## config.mk

```make
export PLATFORM = sky130hd
export DESIGN_NAME = led_blink_code_sequencer
export DESIGN_NICKNAME = d
export VERILOG_FILES = /design/src/design/lbcs_pkg.sv /design/src/design/led_blink_code_sequencer.sv
export SDC_FILE = /design/constraint.sdc
export NUM_CORES = 1
export LEC_CHECK = 0
export BUFFER_PORTS_ARGS = -buffer_cell sky130_fd_sc_hd__buf_4
export CAP_MARGIN = 10
export CORE_UTILIZATION = 39
export CTS_CLUSTER_DIAMETER = 100
export DETAILED_ROUTE_END_ITERATION = 12
export PLACE_DENSITY = 0.55
export SLEW_MARGIN = 10
export SYNTH_ARGS = -nofsm -noshare
export SYNTH_HDL_FRONTEND = slang
export SYNTH_SLANG_ARGS = --single-unit
```

## constraint.sdc

```tcl
create_clock -name aclk -period 2.26 [get_ports aclk]
set_input_delay 0.452 -clock aclk [delete_from_list [all_inputs] [get_ports aclk]]
set_output_delay 0.452 -clock aclk [all_outputs]
set_load 0.02 [all_outputs]
```

## src/design/lbcs_pkg.sv

```systemverilog
// Package: shared types, register indexes and helpers for the LED blink-code sequencer.
package lbcs_pkg;

    // Per-channel phase of the blink sequence
    typedef enum logic [1:0] {
        PH_IDLE  = 2'd0,
        PH_LIT   = 2'd1,
        PH_DARK  = 2'd2,
        PH_PAUSE = 2'd3
    } phase_t;

    // Configuration register indexes
    localparam int CFG_IDX_WIDTH  = 3;
    localparam int CFG_DATA_WIDTH = 8;

    typedef enum logic [CFG_IDX_WIDTH-1:0] {
        REG_ON_TICKS       = 3'd0,
        REG_OFF_TICKS      = 3'd1,
        REG_PAUSE_TICKS    = 3'd2,
        REG_CHANNEL_ENABLE = 3'd3,
        REG_INCREASE_CODE  = 3'd4,
        REG_DECREASE_CODE  = 3'd5
    } cfg_index_t;

    // Field widths
    localparam int TICK_WIDTH   = 8;
    localparam int ENABLE_WIDTH = 3;
    localparam int CODE_WIDTH   = 5;
    localparam int CMD_WIDTH    = 8;
    localparam int LED_WIDTH    = 3;
    localparam int MAX_CHANNELS = 8;

    // Channel selector value that addresses all channels
    localparam logic [1:0] SEL_ALL = 2'b11;

    // Operation kinds carried in tuser
    localparam logic OP_COMMAND = 1'b0;
    localparam logic OP_TICK    = 1'b1;

    // Register reset values
    localparam logic [TICK_WIDTH-1:0]   ON_TICKS_RST    = 8'd2;
    localparam logic [TICK_WIDTH-1:0]   OFF_TICKS_RST   = 8'd2;
    localparam logic [TICK_WIDTH-1:0]   PAUSE_TICKS_RST = 8'd6;
    localparam logic [ENABLE_WIDTH-1:0] ENABLE_RST      = 3'd7;
    localparam logic [CODE_WIDTH-1:0]   INCREASE_RST    = 5'd30;
    localparam logic [CODE_WIDTH-1:0]   DECREASE_RST    = 5'd31;

    // Timer load for a phase of the given length: a phase lasts max(len,1) ticks
    function automatic logic [TICK_WIDTH-1:0] phase_load(input logic [TICK_WIDTH-1:0] len);
        return (len == '0) ? '0 : len - 1'b1;
    endfunction

endpackage

```

## src/design/led_blink_code_sequencer.sv

```systemverilog
// LED blink-code sequencer: command decode, per-channel phase sequencing and output staging.
// The LED levels for an item go to the output register, or to the skid entry while the output stalls.
// Throughput: one item per cycle while s_tready is high; the channel state updates in the transfer cycle, so each
// item sees everything earlier items left behind.
// Output: an output register plus one skid entry; input tready drops only while both are full.
// Reset: aresetn is synchronous, active low; registers return to defaults, all channels idle.
module led_blink_code_sequencer
    import lbcs_pkg::*;
#(
    parameter int NUM_CHANNELS = 3,
    parameter int COUNT_WIDTH  = 8
) (
    input  logic                      aclk,
    input  logic                      aresetn,

    // Configuration write port
    input  logic                      cfg_wr_en,
    input  logic [CFG_IDX_WIDTH-1:0]  cfg_index,
    input  logic [CFG_DATA_WIDTH-1:0] cfg_wdata,

    // Input stream
    input  logic                      s_tvalid,
    output logic                      s_tready,
    input  logic [7:0]                s_tdata,   // [7:0] command
    input  logic [0:0]                s_tuser,   // [0] operation (0 command, 1 tick)

    // Result stream
    output logic                      m_tvalid,
    input  logic                      m_tready,
    output logic [7:0]                m_tdata    // [2:0] led_levels, [7:3] zero
);

    localparam logic [COUNT_WIDTH-1:0] COUNT_MAX = '1;

    // ------------------------------------------------------------------
    // Configuration registers
    // ------------------------------------------------------------------
    logic [TICK_WIDTH-1:0]   on_ticks_reg;
    logic [TICK_WIDTH-1:0]   off_ticks_reg;
    logic [TICK_WIDTH-1:0]   pause_ticks_reg;
    logic [ENABLE_WIDTH-1:0] channel_enable_reg;
    logic [CODE_WIDTH-1:0]   increase_code_reg;
    logic [CODE_WIDTH-1:0]   decrease_code_reg;

    always_ff @(posedge aclk) begin
        if (!aresetn) begin
            on_ticks_reg       <= ON_TICKS_RST;
            off_ticks_reg      <= OFF_TICKS_RST;
            pause_ticks_reg    <= PAUSE_TICKS_RST;
            channel_enable_reg <= ENABLE_RST;
            increase_code_reg  <= INCREASE_RST;
            decrease_code_reg  <= DECREASE_RST;
        end else if (cfg_wr_en) begin
            // indexes past the list fall into default and are dropped
            unique case (cfg_index)
                REG_ON_TICKS:       on_ticks_reg       <= cfg_wdata;
                REG_OFF_TICKS:      off_ticks_reg      <= cfg_wdata;
                REG_PAUSE_TICKS:    pause_ticks_reg    <= cfg_wdata;
                REG_CHANNEL_ENABLE: channel_enable_reg <= cfg_wdata[ENABLE_WIDTH-1:0];
                REG_INCREASE_CODE:  increase_code_reg  <= cfg_wdata[CODE_WIDTH-1:0];
                REG_DECREASE_CODE:  decrease_code_reg  <= cfg_wdata[CODE_WIDTH-1:0];
                default: ;
            endcase
        end
    end

    // ------------------------------------------------------------------
    // Handshake
    // ------------------------------------------------------------------
    logic in_xfer;
    logic out_valid_reg;
    logic skid_valid_reg;

    assign s_tready = !skid_valid_reg;
    assign in_xfer  = s_tvalid && s_tready;

    // ------------------------------------------------------------------
    // Channel state
    // ------------------------------------------------------------------
    logic [COUNT_WIDTH-1:0] flash_count_reg   [NUM_CHANNELS];
    logic [COUNT_WIDTH-1:0] flash_count_next  [NUM_CHANNELS];
    phase_t                 phase_reg         [NUM_CHANNELS];
    phase_t                 phase_next        [NUM_CHANNELS];
    logic [TICK_WIDTH-1:0]  phase_timer_reg   [NUM_CHANNELS];
    logic [TICK_WIDTH-1:0]  phase_timer_next  [NUM_CHANNELS];
    logic [COUNT_WIDTH-1:0] flashes_done_reg  [NUM_CHANNELS];
    logic [COUNT_WIDTH-1:0] flashes_done_next [NUM_CHANNELS];

    // Only the first ENABLE_WIDTH channels have an enable bit; the rest stay disabled
    logic [MAX_CHANNELS-1:0] enable_ext;
    logic [NUM_CHANNELS-1:0] chan_en;
    logic [NUM_CHANNELS-1:0] lit_vec;
    logic [MAX_CHANNELS-1:0] lit_ext;
    logic [LED_WIDTH-1:0]    levels_next;

    logic [1:0]             cmd_sel;
    logic [CODE_WIDTH-1:0]  cmd_val;
    logic                   is_tick;

    assign enable_ext = MAX_CHANNELS'(channel_enable_reg);
    assign cmd_sel    = s_tdata[7:6];
    assign cmd_val    = s_tdata[CODE_WIDTH-1:0];
    assign is_tick    = (s_tuser[0] == OP_TICK);

    always_comb begin
        for (int c = 0; c < NUM_CHANNELS; c++) begin
            chan_en[c]           = enable_ext[c];
            flash_count_next[c]  = flash_count_reg[c];
            phase_next[c]        = phase_reg[c];
            phase_timer_next[c]  = phase_timer_reg[c];
            flashes_done_next[c] = flashes_done_reg[c];

            if (in_xfer && is_tick) begin
                if (!chan_en[c]) begin
                    // disabled: parked idle, count kept
                    phase_next[c]        = PH_IDLE;
                    phase_timer_next[c]  = '0;
                    flashes_done_next[c] = '0;
                end else if (phase_reg[c] != PH_IDLE && phase_timer_reg[c] != '0) begin
                    phase_timer_next[c] = phase_timer_reg[c] - 1'b1;
                end else begin
                    unique case (phase_reg[c])
                        PH_LIT: begin
                            if (flashes_done_reg[c] < COUNT_MAX)
                                flashes_done_next[c] = flashes_done_reg[c] + 1'b1;
                            phase_next[c]       = PH_DARK;
                            phase_timer_next[c] = phase_load(off_ticks_reg);
                        end
                        PH_DARK: begin
                            // count may have changed mid-group; checked here
                            if (flashes_done_reg[c] < flash_count_reg[c]) begin
                                phase_next[c]       = PH_LIT;
                                phase_timer_next[c] = phase_load(on_ticks_reg);
                            end else begin
                                phase_next[c]       = PH_PAUSE;
                                phase_timer_next[c] = phase_load(pause_ticks_reg);
                            end
                        end
                        PH_IDLE, PH_PAUSE: begin
                            flashes_done_next[c] = '0;
                            if (flash_count_reg[c] != '0) begin
                                phase_next[c]       = PH_LIT;
                                phase_timer_next[c] = phase_load(on_ticks_reg);
                            end else begin
                                phase_next[c]       = PH_IDLE;
                                phase_timer_next[c] = '0;
                            end
                        end
                        default: ;
                    endcase
                end
            end else if (in_xfer && chan_en[c]) begin
                // command byte
                if (cmd_sel == SEL_ALL) begin
                    flash_count_next[c] = '0;
                end else if (int'(cmd_sel) == c) begin
                    // increase wins when both codes match
                    if (cmd_val == increase_code_reg) begin
                        if (flash_count_reg[c] < COUNT_MAX)
                            flash_count_next[c] = flash_count_reg[c] + 1'b1;
                    end else if (cmd_val == decrease_code_reg) begin
                        if (flash_count_reg[c] != '0)
                            flash_count_next[c] = flash_count_reg[c] - 1'b1;
                    end else begin
                        flash_count_next[c] = COUNT_WIDTH'(cmd_val);
                    end
                end
            end

            lit_vec[c] = chan_en[c] && (phase_next[c] == PH_LIT);
        end
        lit_ext     = MAX_CHANNELS'(lit_vec);
        levels_next = lit_ext[LED_WIDTH-1:0];
    end

    always_ff @(posedge aclk) begin
        if (!aresetn) begin
            for (int c = 0; c < NUM_CHANNELS; c++) begin
                flash_count_reg[c]  <= '0;
                phase_reg[c]        <= PH_IDLE;
                phase_timer_reg[c]  <= '0;
                flashes_done_reg[c] <= '0;
            end
        end else begin
            for (int c = 0; c < NUM_CHANNELS; c++) begin
                flash_count_reg[c]  <= flash_count_next[c];
                phase_reg[c]        <= phase_next[c];
                phase_timer_reg[c]  <= phase_timer_next[c];
                flashes_done_reg[c] <= flashes_done_next[c];
            end
        end
    end

    // ------------------------------------------------------------------
    // Output register and skid entry
    // ------------------------------------------------------------------
    logic [LED_WIDTH-1:0] out_data_reg;
    logic [LED_WIDTH-1:0] skid_data_reg;

    always_ff @(posedge aclk) begin
        if (!aresetn) begin
            out_valid_reg  <= 1'b0;
            skid_valid_reg <= 1'b0;
        end else if (!out_valid_reg || m_tready) begin
            // output slot free this cycle: drain skid first, else take new result
            if (skid_valid_reg) begin
                out_valid_reg  <= 1'b1;
                skid_valid_reg <= 1'b0;
            end else begin
                out_valid_reg <= in_xfer;
            end
        end else if (in_xfer) begin
            // output stalled: park the new result
            skid_valid_reg <= 1'b1;
        end
    end

    always_ff @(posedge aclk) begin
        if (!out_valid_reg || m_tready) begin
            if (skid_valid_reg)
                out_data_reg <= skid_data_reg;
            else if (in_xfer)
                out_data_reg <= levels_next;
        end
        if (out_valid_reg && !m_tready && in_xfer)
            skid_data_reg <= levels_next;
    end

    assign m_tvalid = out_valid_reg;
    assign m_tdata  = 8'(out_data_reg);

`ifndef SYNTHESIS
    // skid entry is only ever occupied behind a full output register
    a_skid_behind_out: assert property (@(posedge aclk) disable iff (!aresetn)
        skid_valid_reg |-> out_valid_reg)
        else $error("skid holds data while output register is empty");

    // skid fills only when the output was stalled
    a_skid_fill: assert property (@(posedge aclk) disable iff (!aresetn)
        $rose(skid_valid_reg) |-> $past(out_valid_reg && !m_tready))
        else $error("skid filled without an output stall");

    // every input transfer leaves a result pending
    a_result_pending: assert property (@(posedge aclk) disable iff (!aresetn)
        in_xfer |=> m_tvalid)
        else $error("input transfer produced no pending result");

    // a tick on channel 0 while it is disabled parks it idle
    a_disabled_idle: assert property (@(posedge aclk) disable iff (!aresetn)
        (in_xfer && is_tick && !chan_en[0]) |=> (phase_reg[0] == PH_IDLE))
        else $error("disabled channel not parked idle");

    // channel 0 never carries a running timer while idle
    a_idle_timer: assert property (@(posedge aclk) disable iff (!aresetn)
        (phase_reg[0] == PH_IDLE) |-> (phase_timer_reg[0] == '0))
        else $error("idle channel with nonzero phase timer");
`endif

endmodule

```

==> impl_results.md <==
* H-tree Lvls at 4
* Seq/Total Area, Yosys at 27.4%
* Final wirelength at 31,400 um
* Drt pass-1 iters at 5
* Core area at 0.0229 mm^2
* Mapped Area at 0.00920 mm^2
* CTS tree: done
* Cells on worst reg2reg path at 11
* Power Density at 552 mW/mm^2
* Die area at 0.0242 mm^2
* R2R setup slack at -190 ps
* Via total after detailed routing at 10,000
* Max frequency at 0.408 GHz
* Wire length of the first global-routing pass at 49,100 um
* Share of layout cells above drive strength 1 at 26.0%
* Tcrit/Tclk final at 108%
* Max Cap Viol at 0
* Fill cell count at 2,185
* Clock tree root driver cell: clkbuf_16
* Slew Viols, Final at 0
* Initial DRC count at 805
* Clock buffer depth at 2
* Outcome: finished, violations left
* Minimum clock period at 2450 ps
* CP Launch Type: flip-flop
* #FFs+latches synth at 123
* Netlist cell types at 86
* Total Routing Usage GR at 26.0%
* Vias in the first global route at 9,074
* Reg clk slew, reported paths at 70 ps
* Total inserted antenna cells at 0
* R2r endpoint: out_data_reg[1]
* Hold violation count in the final report at 0
* Failing checks: negative setup slack
* Slowest cell on the critical path: or4b_4
* Post-route ant nets at 0
* Via-per-instance ratio at 5.77
* Initial antenna violation count at 0
* Syn_area_per_cell at 7.54 um^2
* Clock sink count at 123
* Critical path buffer and inverter count at 4
* Worst path max stage delay at 470 ps
* GP Congestion at 0.929
* Top_reg_cell synth: dfxtp_1
* HP Start: cfg_wdata[5]
* Clk Latency, worst-skew pair at 430 ps
* Yosys Warn Count at 0
* Leakage power at 0.00479 uW
* Most frequent cells in the layout: 221 x buf_4, 151 x nand2_1, 111 x nor2_1, 108 x dfxtp_1, 107 x a21oi_1
* Share of flip-flops with an asynchronous set or reset at 0%
* Residual DRC count at 0
* Overall die width at 156 um
* FF-to-FF Start: flash_count_reg[0][8]
* Worst path cell trace: inv_2 -> ha_4 -> or4b_4 -> buf_4 -> buf_6 -> nor4_4 -> buf_4 -> nor2_2 -> o21ai_2 -> o21ai_2 -> a32o_2
* Final hold slack at 283 ps
* Worst setup EP type: flip-flop
* Unrepaired setup endpoints after global routing: yes
* WL/cell at 18.1 um
* Port Buffers at 28
* IO Pins at 35
* EDFF count, synth at 6
* Area delta synth->final at 32.2%
* Dpl hpwl at 23,100 um
* Commonest non-fill, non-tap cell in the layout: buf_4
* Initial Util at 40.1%
* Clock skew at 11.0 ps
* Setup ws final at -190 ps
* Total power at 6720 uW
* Cells on Worst Hold Path at 3
* Placement Cell Area at 0.0110 mm^2
* Num CTS Buffers at 17
* Req. time, crit path at 2440 ps
* Largest net degree at the start of global routing at 47
* Kind of critical path: flip-flop to flip-flop
* Maximum vdd drop at 478 uV
* GRT overflow at 0
* Slew HR at 47.4%
* Die Y at 156 um
* Worst Tran Pin Value at 781 ps
* CP top delay family: simple AND/OR/NAND/NOR gates
* Min-Delay Endpoint: off_ticks_reg[5]
* CP max FO at 2
* CP arrival at 2630 ps
* # rows at 55
* Net count, final at 1,487
* Synth Instances at 1,220
* Worst min path class: input port to flip-flop
* Setup slack at placement at -190 ps
* Final setup fails at 18
* Final instance area at 0.0122 mm^2
## cell type report
cell class	count	area, um^2	area share, %
multi-input cells	973	6570	54.0
flip-flops and latches	123	2540	20.9
clock buffers	17	425	3.50
clock inverters	15	191	1.57
inverters	66	255	2.10
well taps	313	392	3.22
repair buffers	230	1800	14.8
## repair_timing
item / in CTS / in global routing
setup endpoints to repair: 36 / 50
setup buffers: 5 / 12
gates resized for setup: 25 / 61
pin swaps: 7 / 29
hold buffers: 0 / 0
gates cloned: 2 / 0
## power breakdown
part | switching (uW) | leakage, uW | internal [uW]
registers | 46.9 | 0.00101 | 2240
logic | 834 | 0.00348 | 663
clock network | 1240 | 0.000306 | 1690
total | 2120 | 0.00479 | 4600
## routing by layer
layer  part of all wire [%]  GRT usage [%]  routed length (um)
met5                      0              0                   0
met4                    2.0           7.89                 633
met3                    5.7           3.83                1790
met2                     44           39.3               13800
met1                     48           37.9               15100
## stage by stage
stage | TNS [ps] | util, % | cells
floorplan | -57.0 | - | 1224
detailed placement | -2840 | 48.2 | 1687
finish | -1420 | 53.1 | 1737
global route | -3260 | 53.1 | 1737
CTS | -541 | 51.5 | 1726
global placement | -2170 | 48.2 | 1687
## cell usage after synthesis (14+ instances only)
library cell	instances	area share, %
o21ai_0	43	2.3
a221oi_1	14	1.3
ha_1	51	6.9
o211ai_1	14	1.1
a21oi_1	110	6.0
nor3_1	47	2.6
nand3_1	42	2.3
nand2_1	153	6.2
nor2_1	114	4.7
nand4_1	15	1.0
a31oi_1	21	1.4
a211oi_1	16	1.3
inv_1	66	2.7
o31ai_1	14	1.1
nand2b_1	14	0.95
mux2i_1	22	2.4
dfxtp_1	117	25
clkbuf_1	43	1.8
xnor2_1	23	2.2
## cells by family (layout without fill, tap and decap cells)
| logic type | count (synthesis) | count (layout) | synth area share [%] |
|---|---|---|---|
| and+or+nand+nor | 481 | 481 | 25.3 |
| other | 1 | 5 | 0.0408 |
| buffers and inverters | 130 | 328 | 5.78 |
| DFF | 123 | 123 | 27.4 |
| xor gates and xnor gates | 37 | 37 | 3.60 |
| muxes | 29 | 29 | 3.25 |
| adders and majority gates | 51 | 51 | 6.94 |
| AOI/OAI and AO/OA | 368 | 370 | 27.7 |
## worst max path at each step
stage	slack (ps)	to	startpoint	cells past startpoint
floorplan	-40	flash_count_reg[0][14]	flash_count_reg[0][8]	8
global placement	-140	flash_count_reg[0][7]	flash_count_reg[0][1]	10
detailed placement	-190	flash_count_reg[0][5]	flash_count_reg[0][1]	10
CTS	-90	flash_count_reg[0][13]	flash_count_reg[0][8]	8
global route	-260	out_data_reg[1]	flash_count_reg[0][8]	11
finish	-190	out_data_reg[1]	flash_count_reg[0][8]	11
## tightest hold or removal path, delay by kind of cell
family                 cells  cell delay [ps]
AOI/OAI and AO/OA          1               50
buffers and inverters      1              120
and+or+nand+nor            1               50
Note: power is estimated with default switching activity, not from simulation.
